==> config.mk <==
export PLATFORM = sky130hd
export DESIGN_NAME = boot_rom_lfsr_descrambler
export DESIGN_NICKNAME = d
export VERILOG_FILES = /design/src/rtl/brld_pkg.sv /design/src/rtl/brld_ctrl.sv /design/src/rtl/brld_dp.sv /design/src/rtl/boot_rom_lfsr_descrambler.sv
export SDC_FILE = /design/constraint.sdc
export NUM_CORES = 1
export LEC_CHECK = 0
export ABC_AREA = 0
export BUFFER_PORTS_ARGS = -buffer_cell sky130_fd_sc_hd__buf_4
export CORE_ASPECT_RATIO = 2
export CORE_MARGIN = 2
export CORE_UTILIZATION = 40
export DETAILED_ROUTE_END_ITERATION = 10
export GPL_TIMING_DRIVEN = 0
export PLACE_DENSITY = 0.53
export SYNTH_ARGS = -nofsm -noshare
export SYNTH_HDL_FRONTEND = slang
export SYNTH_HIERARCHICAL = 1
export SYNTH_SLANG_ARGS = --single-unit
==> constraint.sdc <==
create_clock -name clk_i -period 5.5 [get_ports clk_i]
set_clock_uncertainty 0.05 [all_clocks]
set_input_delay 0.825 -clock clk_i [delete_from_list [all_inputs] [get_ports clk_i]]
set_output_delay 0.825 -clock clk_i [all_outputs]
set_load 0.02 [all_outputs]
==> src/rtl/brld_pkg.sv <==
// ----------------------------------------------------------------------------
// brld_pkg
// Shared types and constants of the boot ROM LFSR descrambler.
// ----------------------------------------------------------------------------
package brld_pkg;

  localparam int unsigned OFFSET_W = 21;
  localparam int unsigned DATA_W   = 8;
  localparam int unsigned LFSR_W   = 16;

  localparam logic [LFSR_W-1:0] SEED_T = 16'h2953;
  localparam logic [LFSR_W-1:0] SEED_U = 16'hd9c2;
  localparam logic [LFSR_W-1:0] SEED_V = 16'h3ff1;
  localparam logic [LFSR_W-1:0] TAP_T  = 16'ha740;
  localparam logic [LFSR_W-1:0] TAP_U  = 16'hfb10;
  localparam logic [LFSR_W-1:0] TAP_V  = 16'hb3d0;

  localparam logic [OFFSET_W-1:0] KEY_START = 21'h000100;
  localparam logic [OFFSET_W-1:0] KEY_LIMIT = 21'h1aff00;

  typedef enum logic [1:0] {
    ST_IDLE,
    ST_CHECK,
    ST_GEN,
    ST_OUT
  } state_e;

  typedef struct packed {
    logic load;
    logic reseed;
    logic step;
    logic emit;
  } cmd_t;

  typedef struct packed {
    logic keyed;
    logic key_gt;
    logic key_lt;
    logic bit_last;
    logic out_free;
  } status_t;

endpackage

==> src/rtl/brld_ctrl.sv <==
// ----------------------------------------------------------------------------
// brld_ctrl
// Sequencer: takes an item and, for a keyed item, reseeds if needed and runs the
// keystream generator until the key byte of the item's position is ready, then hands the result on.
// ----------------------------------------------------------------------------
module brld_ctrl (
  input  logic              clk_i,
  input  logic              rst_ni,
  input  logic              in_valid_i,
  output logic              in_ready_o,
  input  brld_pkg::status_t status_i,
  output brld_pkg::cmd_t    cmd_o
);
  import brld_pkg::*;

  state_e state_q, state_d;

  always_ff @(posedge clk_i or negedge rst_ni) begin
    if (!rst_ni) begin
      state_q <= ST_IDLE;
    end else begin
      state_q <= state_d;
    end
  end

  always_comb begin
    state_d = state_q;
    unique case (state_q)
      ST_IDLE: begin
        if (in_valid_i) begin
          state_d = ST_CHECK;
        end
      end
      ST_CHECK: begin
        if (!status_i.keyed) begin
          state_d = ST_OUT;
        end else if (!status_i.key_gt) begin
          state_d = ST_GEN;
        end
      end
      ST_GEN: begin
        if (status_i.bit_last && !status_i.key_lt) begin
          state_d = ST_OUT;
        end
      end
      ST_OUT: begin
        if (status_i.out_free) begin
          state_d = ST_IDLE;
        end
      end
      default: state_d = ST_IDLE;
    endcase
  end

  always_comb begin
    cmd_o      = '0;
    in_ready_o = 1'b0;
    unique case (state_q)
      ST_IDLE: begin
        in_ready_o  = 1'b1;
        cmd_o.load  = in_valid_i;
      end
      ST_CHECK: begin
        cmd_o.reseed = status_i.keyed && status_i.key_gt;
      end
      ST_GEN: begin
        cmd_o.step = 1'b1;
      end
      ST_OUT: begin
        cmd_o.emit = status_i.out_free;
      end
      default: begin
        cmd_o = '0;
      end
    endcase
  end

endmodule

==> src/rtl/brld_dp.sv <==
// ----------------------------------------------------------------------------
// brld_dp
// Datapath: start offset register, positions, three-LFSR keystream generator,
// item buffer and output register.
// ----------------------------------------------------------------------------
module brld_dp #(
  parameter int unsigned POSITION_BITS = 21
) (
  input  logic                                   clk_i,
  input  logic                                   rst_ni,
  input  logic                                   start_offset_we_i,
  input  logic [brld_pkg::OFFSET_W-1:0]          start_offset_i,
  input  logic [brld_pkg::DATA_W-1:0]            data_in_i,
  input  logic                                   end_of_run_i,
  input  brld_pkg::cmd_t                         cmd_i,
  output brld_pkg::status_t                      status_o,
  output logic                                   out_valid_o,
  input  logic                                   out_ready_i,
  output logic [brld_pkg::DATA_W-1:0]            data_out_o,
  output logic                                   end_of_run_out_o
);
  import brld_pkg::*;

  localparam logic [POSITION_BITS-1:0] KeyStart = POSITION_BITS'(KEY_START);
  localparam logic [POSITION_BITS-1:0] KeyLimit = POSITION_BITS'(KEY_LIMIT);

  logic [OFFSET_W-1:0]      start_offset_q;
  logic [POSITION_BITS-1:0] data_pos_q, data_pos_d;
  logic [POSITION_BITS-1:0] key_pos_q, key_pos_d;
  logic                     run_active_q, run_active_d;
  logic [LFSR_W-1:0]        shift_t_q, shift_t_d;
  logic [LFSR_W-1:0]        shift_u_q, shift_u_d;
  logic [LFSR_W-1:0]        shift_v_q, shift_v_d;
  logic                     mix_q, mix_d;
  logic [DATA_W-1:0]        key_byte_q, key_byte_d;
  logic [2:0]               bit_cnt_q, bit_cnt_d;
  logic [DATA_W-1:0]        data_q;
  logic                     last_q;
  logic                     out_valid_q, out_valid_d;
  logic [DATA_W-1:0]        out_data_q;
  logic                     out_last_q;

  logic a0, a1, b0, b1, c0, mix_next;
  logic keyed;

  assign keyed = (data_pos_q >= KeyStart) && (data_pos_q < KeyLimit);

  assign a0 = shift_t_q[0];
  assign a1 = shift_t_q[1];
  assign b0 = shift_u_q[0];
  assign b1 = shift_u_q[1];
  assign c0 = shift_v_q[0];
  assign mix_next = mix_q ^ a1 ^ c0 ^ (b0 | b1) ^ ((a0 ^ b1 ^ c0) & (a0 ^ b0));

  always_comb begin
    data_pos_d   = data_pos_q;
    key_pos_d    = key_pos_q;
    run_active_d = run_active_q;
    shift_t_d    = shift_t_q;
    shift_u_d    = shift_u_q;
    shift_v_d    = shift_v_q;
    mix_d        = mix_q;
    key_byte_d   = key_byte_q;
    bit_cnt_d    = bit_cnt_q;
    out_valid_d  = out_valid_q && !out_ready_i;

    if ((cmd_i.load && !run_active_q) || cmd_i.reseed) begin
      shift_t_d  = SEED_T;
      shift_u_d  = SEED_U;
      shift_v_d  = SEED_V;
      mix_d      = 1'b1;
      key_byte_d = '0;
      key_pos_d  = KeyStart;
    end
    if (cmd_i.load && !run_active_q) begin
      data_pos_d   = POSITION_BITS'(start_offset_q);
      run_active_d = 1'b1;
    end

    if (cmd_i.step) begin
      mix_d      = mix_next;
      key_byte_d = {key_byte_q[DATA_W-2:0], mix_next};
      if (a0 == b0) begin
        shift_v_d = (shift_v_q >> 1) ^ (c0 ? TAP_V : '0);
      end
      if (!a0) begin
        shift_u_d = (shift_u_q >> 1) ^ (b0 ? TAP_U : '0);
      end
      shift_t_d = (shift_t_q >> 1) ^ (a0 ? TAP_T : '0);
      bit_cnt_d = bit_cnt_q + 3'd1;
      if (bit_cnt_q == 3'd7) begin
        key_pos_d = key_pos_q + POSITION_BITS'(1);
      end
    end

    if (cmd_i.emit) begin
      data_pos_d  = data_pos_q + POSITION_BITS'(1);
      out_valid_d = 1'b1;
      if (last_q) begin
        run_active_d = 1'b0;
      end
    end
  end

  always_ff @(posedge clk_i or negedge rst_ni) begin
    if (!rst_ni) begin
      start_offset_q <= '0;
      data_pos_q     <= '0;
      key_pos_q      <= KeyStart;
      run_active_q   <= 1'b0;
      shift_t_q      <= SEED_T;
      shift_u_q      <= SEED_U;
      shift_v_q      <= SEED_V;
      mix_q          <= 1'b1;
      key_byte_q     <= '0;
      bit_cnt_q      <= '0;
      out_valid_q    <= 1'b0;
    end else begin
      if (start_offset_we_i) begin
        start_offset_q <= start_offset_i;
      end
      data_pos_q   <= data_pos_d;
      key_pos_q    <= key_pos_d;
      run_active_q <= run_active_d;
      shift_t_q    <= shift_t_d;
      shift_u_q    <= shift_u_d;
      shift_v_q    <= shift_v_d;
      mix_q        <= mix_d;
      key_byte_q   <= key_byte_d;
      bit_cnt_q    <= bit_cnt_d;
      out_valid_q  <= out_valid_d;
    end
  end

  always_ff @(posedge clk_i) begin
    if (cmd_i.load) begin
      data_q <= data_in_i;
      last_q <= end_of_run_i;
    end
    if (cmd_i.emit) begin
      out_data_q <= keyed ? (data_q ^ key_byte_q) : data_q;
      out_last_q <= last_q;
    end
  end

  assign status_o.keyed    = keyed;
  assign status_o.key_gt   = key_pos_q > data_pos_q;
  assign status_o.key_lt   = key_pos_q < data_pos_q;
  assign status_o.bit_last = bit_cnt_q == 3'd7;
  assign status_o.out_free = !out_valid_q || out_ready_i;

  assign out_valid_o      = out_valid_q;
  assign data_out_o       = out_data_q;
  assign end_of_run_out_o = out_last_q;

  a_key_aligned: assert property (@(posedge clk_i) disable iff (!rst_ni)
    cmd_i.emit && keyed |-> key_pos_q == data_pos_q + POSITION_BITS'(1))
    else $error("key byte does not belong to the emitted item");

  a_reseed_pos: assert property (@(posedge clk_i) disable iff (!rst_ni)
    cmd_i.reseed |=> key_pos_q == KeyStart)
    else $error("reseed did not restart the key position");

  a_lfsr_alive: assert property (@(posedge clk_i) disable iff (!rst_ni)
    shift_t_q != '0)
    else $error("keystream register t collapsed to zero");

endmodule

==> src/rtl/boot_rom_lfsr_descrambler.sv <==
// ----------------------------------------------------------------------------
// boot_rom_lfsr_descrambler
// Descrambles a run of boot ROM bytes with a three-LFSR keystream.
//
// The input channel (in_valid_i / in_ready_o) takes one scrambled byte per
// item with an end-of-run mark. The output channel (out_valid_o / out_ready_i)
// gives one descrambled byte per item, in order. start_offset_i is to be
// written with start_offset_we_i while the block is idle; the block itself
// does not enforce this. It gives the absolute ROM position of the first
// byte of each run. An item outside the keyed region goes from load
// through check straight to output. A keyed item in sequence takes eight
// steps of the one-bit keystream generator plus load, check and output.
// The first keyed item of a run, or one after a position wrap, first runs
// the generator forward to its position, eight steps per skipped byte; after
// a wrap, a reseed first restarts the generator from its seeds.
// The next item is taken only once the last one is in the output register.
// The output register frees the input side: a new item is taken while a
// result still waits. If the receiver stalls, the next finished item waits
// inside until the output register is free.
// Reset returns the generator to its seeds, the block to idle and the start
// offset to zero.
// ----------------------------------------------------------------------------
module boot_rom_lfsr_descrambler #(
  parameter int unsigned POSITION_BITS = 21
) (
  input  logic                          clk_i,
  input  logic                          rst_ni,
  input  logic                          start_offset_we_i,
  input  logic [brld_pkg::OFFSET_W-1:0] start_offset_i,
  input  logic                          in_valid_i,
  output logic                          in_ready_o,
  input  logic [brld_pkg::DATA_W-1:0]   data_in_i,
  input  logic                          end_of_run_i,
  output logic                          out_valid_o,
  input  logic                          out_ready_i,
  output logic [brld_pkg::DATA_W-1:0]   data_out_o,
  output logic                          end_of_run_out_o
);
  import brld_pkg::*;

  cmd_t    cmd;
  status_t status;

  brld_ctrl u_ctrl (
    .clk_i      (clk_i),
    .rst_ni     (rst_ni),
    .in_valid_i (in_valid_i),
    .in_ready_o (in_ready_o),
    .status_i   (status),
    .cmd_o      (cmd)
  );

  brld_dp #(
    .POSITION_BITS (POSITION_BITS)
  ) u_dp (
    .clk_i             (clk_i),
    .rst_ni            (rst_ni),
    .start_offset_we_i (start_offset_we_i),
    .start_offset_i    (start_offset_i),
    .data_in_i         (data_in_i),
    .end_of_run_i      (end_of_run_i),
    .cmd_i             (cmd),
    .status_o          (status),
    .out_valid_o       (out_valid_o),
    .out_ready_i       (out_ready_i),
    .data_out_o        (data_out_o),
    .end_of_run_out_o  (end_of_run_out_o)
  );

endmodule
==> impl_metrics.tcl <==
set metrics [dict create \
    power.density_nw_per_um2 573 \
    n_antenna_cell 0 \
    slowest_stage "dfrtp_1" \
    numCtsBuffers 17 \
    post-route-period-util_pct 66.1 \
    setup_viol 0 \
    drcViolationCount 0 \
    cp_num_buf_inv 3 \
    cts_setup_buffers 0 \
    start_util_pct 40.3 \
    cts_tree "done" \
    synthFlopType "dfrtp_1" \
    report.final.slew_viol_count 0 \
    syn-cell-area_um2 7100 \
    ios 46 \
    fin_crit_ns 3.64 \
    viasPerCell 5.38 \
    async_flop_share_pct 87.6 \
    cpPeakStageDelay_ns 0.44 \
    grt_pass1_vias 5320 \
    ys_seq_area_share_pct 52.8 \
    yosys.cell_types.count 54 \
    area_growth_pct 17.8 \
    status "finished clean" \
    synth_fp_nets 764 \
    vdd_ir_drop_max_mv 0.256 \
    hold_buffers 0 \
    drive_above_1_share_pct 19.4 \
    initialDrtViolationCount 255 \
    cts_resized 0 \
    die_area_um2 18900 \
    synth-seq-cells 145 \
    hold_violations 0 \
    min_path_type "primary input to asynchronous set/reset pin" \
    syn_avg_cell_area_um2 10.2 \
    mostFrequentLayoutCells "99 x dfrtp_1, 93 x nand2_1, 55 x a21oi_1" \
    p_leak_nw 3.59 \
    layout_setup_ws_ns 1.86 \
    drt-pass1-iter-count 7 \
    synth_edf_count 18 \
    synth_cells 699 \
    critPathKind "flop to flop" \
    dp_slack_ns 1.87 \
    antenna_found_initial 0 \
    grt_usage_pct 18.0 \
    clockBufferDepth 2 \
    mostFrequentLayoutCell "dfrtp_1" \
    clock_tree.root_cell "clkbuf_16" \
    total_power_mw 4.79 \
    rsz0062_at_grt "false" \
    htree_levels 4 \
    required_ns 5.75 \
    slew-limit-headroom_pct 44.2 \
    path_delay_family "simple AND/OR/NAND/NOR gates" \
    finalSetupTns_ns 0 \
    core_area_um2 17600 \
    dieWidth_um 98.2 \
    dp_hpwl_um 11300 \
    path_cells "inv_1 -> ha_1 -> nand4_1 -> or3_4 -> a2111o_1 -> o2111a_1 -> a31oi_1 -> and3_4 -> or2_2 -> clkbuf_1 -> nand2_1 -> buf_2 -> o211ai_1 -> o31ai_1" \
    clkSinkCount 145 \
    cap_violations 0 \
    io_buffers 45 \
    max_freq_mhz 275 \
    grt_pass1_wl_um 27200 \
    arrival_ns 3.88 \
    grt_overflow 0 \
    routedWlPerCell_um 16.5 \
    clkTransAtPathRegs_ns 0.06 \
    insertion_delay_ns 0.43 \
    worstSetupEndpointType "flop" \
    fillers 1695 \
    tightest_slew_ns 0.834 \
    startpoint_type "flop" \
    finalNetCount 829 \
    wirelength_um 16300 \
    fp.dieH_um 192 \
    yosys_warnings 6 \
    place_congestion 0.836 \
    vias 5326 \
    final_antenna_net_count 0 \
    rows 69 \
    critPathMaxFanout 10 \
    grt_max_degree 95 \
]
==> metal layers <==
layer  track usage, %  share of wire [%]
met5                0                  0
met4             6.69                1.4
met1             24.3                 47
met3             3.15                2.7
met2             29.3                 49
==> path summary, 6_finish.rpt <==
path,from,end,slack [ns],cells past startpoint
hold reg to reg,u_dp/last_q,u_dp/run_active_q,0.41,1
hold / removal,rst_ni,u_dp/start_offset_q[16],0.23,1
min in group clk_i,u_dp/last_q,u_dp/run_active_q,0.41,1
setup reg to reg,u_dp/data_pos_q[19],u_dp/key_pos_q[12],1.86,14
setup / recovery,u_dp/data_pos_q[19],u_dp/key_pos_q[12],1.86,14
max in group asynchronous,rst_ni,u_dp/shift_t_q[1],4.35,2
==> through the flow <==
| stage | area, um2 | utilization, % | cells | hold slack [ns] |
|---|---|---|---|---|
| 2_1_floorplan | 7100 | - | 699 | 0.368 |
| 3_3_place_gp | 7710 | 43.8 | 957 | 0.391 |
| 3_5_place_dp | 7740 | 43.9 | 958 | 0.394 |
| 4_1_cts | 8370 | 47.5 | 990 | 0.234 |
| 5_1_grt | 8370 | 47.5 | 990 | 0.244 |
| 6_report | 8370 | 47.5 | 990 | 0.234 |
==> sequential cells by signal, summed over array words and instances, names as in the netlist, 2 cells and up <==
signal	count
u_dp/key_byte_q	8
u_dp/data_out_o	8
u_dp/key_pos_q	21
u_ctrl/state_q	2
u_dp/data_q	8
u_dp/shift_v_q	16
u_dp/bit_cnt_q	3
u_dp/data_pos_q	21
u_dp/shift_u_q	16
u_dp/start_offset_q	21
u_dp/shift_t_q	16
==> synthesized netlist by cell type (2+ instances only) <==
cell type  number  area [um2]
o31ai_1         9        67.6
a32oi_1         2        17.5
xor2_1          3        26.3
dfstp_2        28         736
and4_1          7        61.3
dfrtp_1        99        2480
inv_1          36         135
nor3_1         32         160
and2_1          3        18.8
nor4_1          2        12.5
o22ai_1         4        25.0
nand3_1        36         180
nand2_1        93         349
ha_1           30         375
mux2_4          2        30.0
nor2_1         31         116
nor2b_1         2        12.5
a211o_1         2        17.5
o221a_2         5        56.3
xnor2_1        30         263
nand2b_1        5        31.3
a21oi_1        55         275
buf_2           6        30.0
o21bai_1        2        15.0
mux2_2         24         270
a31oi_1         6        37.5
edfxtp_1       18         541
clkbuf_1       27         101
and3_1          2        12.5
mux2i_1         4        40.0
a21o_1          3        22.5
o211ai_1        6        45.0
o21ai_0        49         245
nand4_1        16         100
==> power breakdown <==
| part | internal, mW | total (mW) | switching, mW |
|---|---|---|---|
| Clock | 0.729 | 1.23 | 0.498 |
| Sequential | 1.56 | 1.90 | 0.342 |
| Combinational | 0.678 | 1.66 | 0.985 |
| Total | 2.97 | 4.79 | 1.83 |
==> cells by family (layout without fill, tap and decap cells) <==
family | count (synthesis) | after routing | synth area share [%]
buffers and inverters | 70 | 148 | 3.86
AND/OR/NAND/NOR | 239 | 239 | 16.3
AO/OA/AOI/OAI | 152 | 152 | 12.8
flip-flops | 145 | 145 | 52.8
adder cells (fa/ha/maj) | 30 | 30 | 5.28
multiplexers | 30 | 30 | 4.79
XOR/XNOR | 33 | 33 | 4.07
==> final cells by class <==
class                           instances  area (um2)  area share (%)
Sequential cell                       145        3750            44.9
Multi-Input combinational cell        484        3080            36.8
Clock buffer                           17         425            5.08
Timing Repair Buffer                   46         369            4.41
Tap cell                              213         267            3.19
Clock inverter                         15         201            2.41
Buffer                                 34         139            1.66
Inverter                               36         135            1.62
(Power assumes the default switching activity.)
